## src/rtl/adq_pkg.sv

```systemverilog
// shared types and constants for the array deque block
// no dependencies; imported by every module of the block
package adq_pkg;

    localparam int DEPTH  = 8;
    localparam int IDX_W  = $clog2(DEPTH);
    localparam int REAR_W = IDX_W + 1;
    localparam int DATA_W = 32;

    // request kinds
    localparam logic [1:0] REQ_INS_REAR  = 2'd0;
    localparam logic [1:0] REQ_INS_FRONT = 2'd1;
    localparam logic [1:0] REQ_DEL_FRONT = 2'd2;
    localparam logic [1:0] REQ_DEL_REAR  = 2'd3;

    // result status codes
    localparam logic [1:0] ST_OK            = 2'd0;
    localparam logic [1:0] ST_OVERFLOW      = 2'd1;
    localparam logic [1:0] ST_FRONT_BLOCKED = 2'd2;
    localparam logic [1:0] ST_UNDERFLOW     = 2'd3;

    typedef struct packed {
        logic [1:0]               req_type;
        logic signed [DATA_W-1:0] value;
    } adq_req_t;

    typedef struct packed {
        logic [1:0]               status;
        logic signed [DATA_W-1:0] removed_value;
    } adq_rsp_t;

    typedef struct packed {
        logic capture;   // latch the incoming request
        logic exec;      // update indices, access slot memory
        logic load_out;  // fill the result register
    } adq_cmd_t;

endpackage

```

## src/rtl/adq_ctrl.sv

```systemverilog
// sequencing state machine for the array deque block
// depends on adq_pkg
module adq_ctrl
    import adq_pkg::*;
(
    input  logic     aclk,
    input  logic     aresetn,
    input  logic     s_valid,
    output logic     s_ready,
    output logic     m_valid,
    input  logic     m_ready,
    output adq_cmd_t cmd
);

    typedef enum logic [3:0] {
        ST_IDLE = 4'b0001,
        ST_EXEC = 4'b0010,
        ST_LOAD = 4'b0100,
        ST_OUT  = 4'b1000
    } state_t;

    state_t state_reg;
    state_t state_next;

    always_comb begin
        state_next = state_reg;
        case (state_reg)
            ST_IDLE: begin
                if (s_valid) begin
                    state_next = ST_EXEC;
                end
            end
            ST_EXEC: state_next = ST_LOAD;
            ST_LOAD: state_next = ST_OUT;
            ST_OUT: begin
                if (m_ready) begin
                    state_next = ST_IDLE;
                end
            end
            default: state_next = ST_IDLE;
        endcase
    end

    always_ff @(posedge aclk) begin
        if (!aresetn) begin
            state_reg <= ST_IDLE;
        end else begin
            state_reg <= state_next;
        end
    end

    assign s_ready      = (state_reg == ST_IDLE);
    assign m_valid      = (state_reg == ST_OUT);
    assign cmd.capture  = s_valid && (state_reg == ST_IDLE);
    assign cmd.exec     = (state_reg == ST_EXEC);
    assign cmd.load_out = (state_reg == ST_LOAD);

    a_onehot: assert property (@(posedge aclk) disable iff (!aresetn)
        $onehot(state_reg))
        else $error("controller state not one-hot");

    a_exec_after_accept: assert property (@(posedge aclk) disable iff (!aresetn)
        cmd.capture |=> cmd.exec)
        else $error("accepted request not executed");

    a_out_after_load: assert property (@(posedge aclk) disable iff (!aresetn)
        cmd.load_out |=> m_valid && !s_ready)
        else $error("result not presented after load");

endmodule

```

## src/rtl/adq_dpath.sv

```systemverilog
// index registers, slot memory and result register of the array deque
// depends on adq_pkg; driven by adq_ctrl commands
module adq_dpath
    import adq_pkg::*;
(
    input  logic     aclk,
    input  logic     aresetn,
    input  adq_cmd_t cmd,
    input  adq_req_t s_req,
    output adq_rsp_t m_rsp
);

    localparam logic signed [REAR_W-1:0] REAR_EMPTY = '1;
    localparam logic signed [REAR_W-1:0] REAR_LAST  = REAR_W'(DEPTH - 1);

    logic [DATA_W-1:0] mem [DEPTH];

    adq_req_t                 req_reg;
    logic [IDX_W-1:0]         front_reg;
    logic [IDX_W-1:0]         front_next;
    logic signed [REAR_W-1:0] rear_reg;
    logic signed [REAR_W-1:0] rear_next;
    logic [1:0]               status_reg;
    logic [1:0]               status_next;
    logic                     removed_reg;
    logic                     removed_next;
    logic [DATA_W-1:0]        rdata_reg;
    adq_rsp_t                 out_reg;

    logic                     wr_en;
    logic [IDX_W-1:0]         wr_addr;
    logic                     rd_en;
    logic [IDX_W-1:0]         rd_addr;
    logic signed [REAR_W-1:0] front_ext;
    logic                     empty;
    logic                     last_one;
    logic signed [REAR_W-1:0] rear_inc;

    assign front_ext = $signed({1'b0, front_reg});
    assign empty     = front_ext > rear_reg;
    // a delete takes the only element when both indices meet
    assign last_one  = front_ext == rear_reg;
    assign rear_inc  = rear_reg + REAR_W'(1);

    always_comb begin
        front_next   = front_reg;
        rear_next    = rear_reg;
        status_next  = ST_OK;
        removed_next = 1'b0;
        wr_en        = 1'b0;
        wr_addr      = '0;
        rd_en        = 1'b0;
        rd_addr      = '0;
        case (req_reg.req_type)
            REQ_INS_REAR: begin
                if (rear_reg == REAR_LAST) begin
                    status_next = ST_OVERFLOW;
                end else begin
                    rear_next = rear_inc;
                    wr_en     = 1'b1;
                    wr_addr   = rear_inc[IDX_W-1:0];
                end
            end
            REQ_INS_FRONT: begin
                if (front_reg == '0 && rear_reg == REAR_EMPTY) begin
                    rear_next = '0;
                    wr_en     = 1'b1;
                    wr_addr   = '0;
                end else if (front_reg != '0) begin
                    front_next = front_reg - IDX_W'(1);
                    wr_en      = 1'b1;
                    wr_addr    = front_reg - IDX_W'(1);
                end else begin
                    status_next = ST_FRONT_BLOCKED;
                end
            end
            REQ_DEL_FRONT: begin
                if (empty) begin
                    status_next = ST_UNDERFLOW;
                end else begin
                    removed_next = 1'b1;
                    rd_en        = 1'b1;
                    rd_addr      = front_reg;
                    if (last_one) begin
                        front_next = '0;
                        rear_next  = REAR_EMPTY;
                    end else begin
                        front_next = front_reg + IDX_W'(1);
                    end
                end
            end
            REQ_DEL_REAR: begin
                if (empty) begin
                    status_next = ST_UNDERFLOW;
                end else begin
                    removed_next = 1'b1;
                    rd_en        = 1'b1;
                    rd_addr      = rear_reg[IDX_W-1:0];
                    if (last_one) begin
                        front_next = '0;
                        rear_next  = REAR_EMPTY;
                    end else begin
                        rear_next = rear_reg - REAR_W'(1);
                    end
                end
            end
            default: status_next = ST_OK;
        endcase
    end

    always_ff @(posedge aclk) begin
        if (!aresetn) begin
            front_reg <= '0;
            rear_reg  <= REAR_EMPTY;
        end else if (cmd.exec) begin
            front_reg <= front_next;
            rear_reg  <= rear_next;
        end
    end

    always_ff @(posedge aclk) begin
        if (cmd.capture) begin
            req_reg <= s_req;
        end
        if (cmd.exec) begin
            status_reg  <= status_next;
            removed_reg <= removed_next;
        end
        if (cmd.load_out) begin
            out_reg.status        <= status_reg;
            out_reg.removed_value <= removed_reg ? $signed(rdata_reg) : '0;
        end
    end

    // slot memory: one write or one registered read per request
    always_ff @(posedge aclk) begin
        if (cmd.exec && wr_en) begin
            mem[wr_addr] <= req_reg.value;
        end
        if (cmd.exec && rd_en) begin
            rdata_reg <= mem[rd_addr];
        end
    end

    assign m_rsp = out_reg;

    a_empty_is_reset: assert property (@(posedge aclk) disable iff (!aresetn)
        empty |-> (front_reg == '0 && rear_reg == REAR_EMPTY))
        else $error("empty queue with indices not at reset values");

    a_rear_range: assert property (@(posedge aclk) disable iff (!aresetn)
        rear_reg >= REAR_EMPTY)
        else $error("rear index below empty marker");

    a_fail_zero: assert property (@(posedge aclk) disable iff (!aresetn)
        cmd.load_out |=> (out_reg.status == ST_OK || out_reg.removed_value == '0))
        else $error("failed request returned nonzero value");

endmodule

```

## src/rtl/array_deque_unit.sv

```systemverilog
// top level of the array deque block: controller plus datapath
// depends on adq_pkg, adq_ctrl, adq_dpath
//
// Double-ended queue over a fixed, non-wrapping array of DEPTH 32-bit slots.
// Each request (insert rear, insert front, delete front, delete rear) gives
// exactly one result with a status code and, for a successful delete, the
// removed element. One request is in flight at a time: a request is taken
// in the idle state, the execute state updates the indices and accesses the
// single-port slot memory, the load state fills the result register from the
// registered memory read, and the result is then shown until taken. The
// next request is accepted the cycle after the result is taken.
module array_deque_unit
    import adq_pkg::*;
(
    input  logic     aclk,
    input  logic     aresetn,
    input  logic     s_valid,
    output logic     s_ready,
    input  adq_req_t s_req,
    output logic     m_valid,
    input  logic     m_ready,
    output adq_rsp_t m_rsp
);

    adq_cmd_t cmd;

    adq_ctrl u_ctrl (
        .aclk    (aclk),
        .aresetn (aresetn),
        .s_valid (s_valid),
        .s_ready (s_ready),
        .m_valid (m_valid),
        .m_ready (m_ready),
        .cmd     (cmd)
    );

    adq_dpath u_dpath (
        .aclk    (aclk),
        .aresetn (aresetn),
        .cmd     (cmd),
        .s_req   (s_req),
        .m_rsp   (m_rsp)
    );

endmodule

```

## config.mk

```make
export PLATFORM = sky130hd
export DESIGN_NAME = array_deque_unit
export DESIGN_NICKNAME = d
export VERILOG_FILES = /design/src/rtl/adq_pkg.sv /design/src/rtl/adq_ctrl.sv /design/src/rtl/adq_dpath.sv /design/src/rtl/array_deque_unit.sv
export SDC_FILE = /design/constraint.sdc
export NUM_CORES = 1
export LEC_CHECK = 0
export ABC_AREA = 1
export BUFFER_PORTS_ARGS = -buffer_cell sky130_fd_sc_hd__buf_2
export CORE_ASPECT_RATIO = 0.8
export CORE_UTILIZATION = 50
export DETAILED_ROUTE_END_ITERATION = 6
export PLACE_DENSITY = 0.73
export SLEW_MARGIN = 20
export SYNTH_ARGS = -nofsm -noshare
export SYNTH_HDL_FRONTEND = slang
export SYNTH_HIERARCHICAL = 1
export SYNTH_SLANG_ARGS = --single-unit
export TNS_END_PERCENT = 50
```

## constraint.sdc

```tcl
create_clock -name aclk -period 8.93 [get_ports aclk]
set_input_delay 0.4465 -clock aclk [delete_from_list [all_inputs] [get_ports aclk]]
set_output_delay 0.4465 -clock aclk [all_outputs]
set_load 0.05 [all_outputs]
```

==> impl_metrics.tcl, run 1 <==
set metrics [dict create \
    worstPathMaxFanout 78 \
    syn_to_final_growth_pct 11.9 \
    cts-resized-gates 0 \
    synth_top_cell_area_share_pct 67.9 \
    antenna_found_initial 0 \
    clk_path_buf_depth 3 \
    crit_required_ns 9.32 \
    hold_ws_ns 0.0889 \
    ant_nets 0 \
    yosys-top-cells-area "edfxtp_1 (68%), nand2_1 (8.5%), inv_1 (6.0%), nand4_1 (5.1%), nor2_1 (3.6%)" \
    gp_congestion 0.887 \
    gr-total-overflow 0 \
    initial_core_util_pct 51.6 \
    rsz0062_at_grt "no" \
    worst_path_max_delay_cell "nand2_4" \
    grt_first_pass_wirelength_um 54500 \
    avgRoutedWirePerCell_um 17.3 \
    place_area_um2 16600 \
    drc 0 \
    ctsHtreeMaxLevel 2 \
    synth_area_um2 15900 \
    cts_tree "yes" \
    root_buffer "clkbuf_16" \
    dp.cells 1907 \
    worstSetupStartpointType "flip-flop" \
    final_nets 1579 \
    min_period_ns 4.23 \
    synth.distinct_cells 28 \
    critPathKind "reg2reg" \
    cp.arrival_ns 4.62 \
    finalSetupViolations 0 \
    grt_max_degree 99 \
    powerDensity_nw_per_um2 201 \
    grt.total_usage_pct 21.5 \
    cts_buffers 37 \
    cts.sinks 370 \
    critPathCaptureType "flip-flop" \
    finClkSkew_ns 0.0143 \
    vias_per_cell 5.25 \
    leakage_nw 7.46 \
    maxSlewViolCount 0 \
    vias 10300 \
    synth.avg_cell_area_um2 10.7 \
    layout_common_cells "nand2_1 (360), edfxtp_1 (359), inv_1 (254), nor2_1 (141), nand4_1 (130)" \
    syn_inst 1481 \
    cts_hold_buf 0 \
    diodes 0 \
    drt-total-wl_um 34000 \
    die-area_um2 32500 \
    final_area_um2 17800 \
    min_period_over_period_pct 47.3 \
    syn_nets 1527 \
    stdcell_count 1971 \
    first_pass_iters 6 \
    clk_pin_slew_ns 0.06 \
    ys_ff_latch 370 \
    fp.dieH_um 161 \
    max_freq_mhz 237 \
    worst-path-buf-inv 7 \
    drtIter0Drc 996 \
    clk_latency_ns 0.53 \
    grt_pass1_vias 10100 \
    maxSlewHeadroom_pct 32.3 \
    mostFrequentLayoutCell "nand2_1" \
    io_pins 74 \
    die_x_um 201 \
    path_cells "inv_1, ha_1, inv_1, nor2_2, nand3_2, nand2_4, buf_4, nand2_1, inv_2, nand2_1, buf_4, inv_1, buf_4, nand2_1, nand2_1" \
    core_um2 30800 \
    drive_above_1_share_pct 10.6 \
    synth_seq_area_share_pct 69.3 \
    irDropWorstVdd_uv 109 \
    rows 57 \
    tns_ns 0 \
    r2r_cells 15 \
    slowest_delay_ns 0.71 \
    hold_path_depth 1 \
    largest_reg_flops 256 \
    yosysWarnings 6 \
    status "completed" \
    tightest_slew_ns 1.02 \
    hold_viol 0 \
    dp_hpwl_um 18500 \
    crit_family "buffers and inverters" \
    drv_cap 0 \
    cpMostUsedCell "nand2_1" \
    netlist.top_cell.by_area "edfxtp_1" \
    cts_setup_buffers 0 \
    hp-class "in2reg" \
    cp.depth 15 \
    port_buffers 73 \
]
-- final cells by class --
type | instances | area [µm²]
Fill cell | 2463 | 13000
Sequential cell | 370 | 11000
Multi-Input combinational cell | 772 | 3600
Inverter | 258 | 968
Clock buffer | 46 | 960
Timing Repair Buffer | 94 | 543
Tap cell | 413 | 517
Clock inverter | 18 | 181
-- metrics by stage --
stage | util, % | power (mW) | worst slack [ns]
after CTS | 57.7 | 3.60 | 4.78
after global placement | 53.9 | 2.12 | 4.93
after floorplan | - | 2.08 | 5.91
final | 57.7 | 3.56 | 4.70
after global routing | 57.7 | 3.68 | 4.36
after detailed placement | 54.0 | 2.13 | 4.82
-- power breakdown --
| group | leakage (nW) | switching [mW] | internal (mW) |
|---|---|---|---|
| sequential | 3.33 | 0.0290 | 1.93 |
| clock | 0.555 | 0.621 | 0.852 |
| combinational | 3.57 | 0.101 | 0.0287 |
| total | 7.46 | 0.751 | 2.81 |
-- synth_stat cells, drive strengths merged --
cell type	n
o22ai	8
xnor2	3
a21oi	13
nor3	1
inv	258
o211ai	1
clkbuf	19
ha	8
xor2	1
nand2	363
a22oi	1
nand4	130
buf	62
nor4	1
o21ai	11
nand3	77
dfxtp	11
nor2	154
edfxtp	359
-- worst paths after layout --
path	startpoint	endpoint	slack, ns
setup / recovery	u_dpath/rear_reg[2]$_SDFFE_PN1P_	u_dpath/rdata_reg[18]$_DFFE_PP_	4.70
hold reg to reg	u_dpath/status_reg[0]$_DFFE_PP_	u_dpath/m_rsp[32]$_DFFE_PP_	0.43
setup reg to reg	u_dpath/rear_reg[2]$_SDFFE_PN1P_	u_dpath/rdata_reg[18]$_DFFE_PP_	4.70
hold / removal	s_req[19]	u_dpath/req_reg[19]$_DFFE_PP_	0.09
-- per-layer routing --
metal	vias to the layer above	track usage [%]	wire, µm
met5	-	0	0
met4	0	8.44	978
met3	76	3.39	2190
met2	366	35.8	16400
met1	4881	28.5	14400
li1	5017	-	-
-- worst reg2reg max path, delay by kind of cell, from the launching register on --
kind          cells  cell delay (ns)
fa+ha+maj         1             0.31
buf+inv           7             1.89
flops             1             0.44
simple gates      7             1.46
-- cell families after synthesis --
| kind of cell | share of synthesized area [%] |
|---|---|
| AND/OR/NAND/NOR | 20.1 |
| adder cells (fa/ha/maj) | 0.630 |
| flip-flops | 69.3 |
| AO/OA/AOI/OAI | 1.25 |
| buffers and inverters | 8.59 |
| XOR/XNOR | 0.221 |
Power figures use the tool's default switching activity.
==> run 2, diff against run 1 <==
==> constraint.sdc (replaced) <==
create_clock -name aclk -period 4.24 [get_ports aclk]
set_input_delay 0.212 -clock aclk [delete_from_list [all_inputs] [get_ports aclk]]
set_output_delay 0.212 -clock aclk [all_outputs]
set_load 0.05 [all_outputs]
==> run 2 against run 1 <==
  * Core utilization up 1.5 points
  * Non-clock buffer count up 43
  * Sequential share of layout area down 1.6 points
  * Largest cell class unchanged
  * Largest power group unchanged
  * Highest routed layer unchanged
==> impl_metrics.tcl, run 2 (synthesized netlist as in run 1, its figures left out) <==
set metrics [dict create \
    r2r_cells 14 \
    grt.total_usage_pct 21.4 \
    comb_power_share_pct 4.0 \
    gp_congestion 0.930 \
    cts_buffers 36 \
    use_met1_pct 28.1 \
    irDropWorstVdd_uv 322 \
    p_clk_share_pct 41.2 \
    p_seq_share_pct 54.9 \
    leakage_nw 7.66 \
    die_x_um 201 \
    multi_input_area_um2 3600 \
    reg2reg_slack_ns 1.19 \
    seqCellArea_um2 11000 \
    grt_first_pass_wirelength_um 54100 \
    max_freq_mhz 328 \
    drc 0 \
    critPathKind "reg2reg" \
    io_pins 74 \
    p_int_mw 5.95 \
    hp-class "in2reg" \
    largest_reg_flops 256 \
    cp.arrival_ns 3.44 \
    worstSetupStartpointType "flip-flop" \
    cts_setup_buffers 0 \
    min_period_over_period_pct 71.9 \
    powerDensity_nw_per_um2 414 \
    drv_cap 0 \
    vias 10600 \
    core_um2 30800 \
    hold_end "u_ctrl/state_reg[1]$_SDFFE_PN0P_" \
    gr-total-overflow 0 \
    min-delay-start "s_valid" \
    syn_to_final_growth_pct 14.8 \
    finalSetupViolations 0 \
    final_nets 1621 \
    root_buffer "clkbuf_16" \
    rsz0062_at_grt "no" \
    antenna_found_initial 0 \
    fp.dieH_um 161 \
    finClkSkew_ns 0.0148 \
    top_usage_layer "met2" \
    critPathCaptureType "flip-flop" \
    tns_ns 0 \
    cts.sinks 370 \
    first_pass_iters 5 \
    clk_path_buf_depth 3 \
    die-area_um2 32500 \
    avgRoutedWirePerCell_um 17.1 \
    ctsHtreeMaxLevel 2 \
    rr_endpoint "u_dpath/rdata_reg[3]$_DFFE_PP_" \
    sw_frac_of_total_pct 21.1 \
    rows 57 \
    port_buffers 73 \
    cts_tree "yes" \
    maxSlewViolCount 0 \
    grt_use_met3_pct 4.24 \
    dp_hpwl_um 19100 \
    grt_pass1_vias 10200 \
    switching_power_mw 1.59 \
    drt-total-wl_um 34500 \
    clk_pin_slew_ns 0.06 \
    layout_common_cells "nand2_1 (360), edfxtp_1 (359), inv_1 (254), nor2_1 (141), nand4_1 (130)" \
    final_area_um2 18200 \
    r2r-start "u_dpath/rear_reg[2]$_SDFFE_PN1P_" \
    use_met2_pct 35.5 \
    min_period_ns 3.05 \
    drive_above_1_share_pct 11.0 \
    drtIter0Drc 974 \
    worstPathMaxFanout 76 \
    grt_max_degree 79 \
    place_area_um2 16700 \
    mostFrequentLayoutCell "nand2_1" \
    clk_latency_ns 0.53 \
    fill_cells 2509 \
    hold_viol 0 \
    ant_nets 0 \
    initial_core_util_pct 51.6 \
    cts-resized-gates 0 \
    hold_path_depth 3 \
    crit_required_ns 4.63 \
    diodes 0 \
    status "completed" \
    vias_per_cell 5.24 \
    maxSlewHeadroom_pct 43.5 \
    tightest_slew_ns 0.847 \
    cts_hold_buf 36 \
]
-- run 2: cell types whose count changed in the layout (fill, tap and decap cells not counted), moves of 2 or more --
cell and delta:
dlygate4sd3_1 +36, buf_12 +6, clkinv_1 -3, clkinv_2 +3, buf_4 +2, clkbuf_1 -2, clkinv_8 -2, inv_6 +2
-- run 2: layout make-up --
type | count | area share, %
Clock buffer | 44 | 5.22
Tap cell | 413 | 2.83
Inverter | 258 | 5.31
Sequential cell | 370 | 60.3
Timing Repair Buffer | 137 | 5.55
Clock inverter | 19 | 0.981
Multi-Input combinational cell | 772 | 19.8
-- run 2: routing by layer --
metal | up-vias | part of all wire (%)
met5 | - | 0
met4 | 0 | 3.1
met3 | 78 | 6.7
met2 | 372 | 48
met1 | 5016 | 43
li1 | 5085 | -
-- run 2: worst max-delay path by stage --
stage | from | end | cells after the start
3_3_place_gp | u_dpath/front_reg[0]$_SDFFE_PN0P_ | u_dpath/rdata_reg[3]$_DFFE_PP_ | 12
5_1_grt | u_dpath/rear_reg[2]$_SDFFE_PN1P_ | u_dpath/rdata_reg[3]$_DFFE_PP_ | 14
3_5_place_dp | u_dpath/rear_reg[2]$_SDFFE_PN1P_ | u_dpath/rdata_reg[3]$_DFFE_PP_ | 14
6_report | u_dpath/rear_reg[2]$_SDFFE_PN1P_ | u_dpath/rdata_reg[3]$_DFFE_PP_ | 14
4_1_cts | u_dpath/rear_reg[2]$_SDFFE_PN1P_ | u_dpath/rdata_reg[3]$_DFFE_PP_ | 14
2_1_floorplan | u_dpath/rear_reg[2]$_SDFFE_PN1P_ | u_dpath/rdata_reg[0]$_DFFE_PP_ | 8
-- run 2: through the flow --
stage | setup slack [ns] | util, % | total power, mW | hold WS, ns | cells
2_1_floorplan | 1.22 | - | 4.38 | 0.297 | 1481
3_3_place_gp | 1.43 | 54.3 | 4.48 | 0.389 | 1914
3_5_place_dp | 1.27 | 54.3 | 4.49 | 0.390 | 1914
4_1_cts | 1.26 | 59.2 | 7.60 | 0.00926 | 2013
5_1_grt | 1.05 | 59.2 | 7.78 | 0.0324 | 2013
6_report | 1.19 | 59.2 | 7.54 | 0.0234 | 2013
-- run 2: critical path, cell delays in order, from the launching register on --
cell and delay (ns):
dfxtp_1 0.43, inv_1 0.11, ha_1 0.30, inv_1 0.05, nor2_2 0.10, nand3_2 0.15, nand2_4 0.13, buf_4 0.65
nand3_2 0.15, buf_4 0.32, nand2_1 0.11, nand3_1 0.08, nand2_1 0.11, nand2_1 0.06, nand2_1 0.10
-- run 2: power by group through the flow --
stage	Sequential [mW]	Clock (mW)	Combinational [mW]
global placement	4.21	0	0.268
floorplan	4.19	0	0.188
finish	4.14	3.10	0.299
global route	4.14	3.31	0.329
detailed placement	4.21	0	0.271
CTS	4.14	3.16	0.298
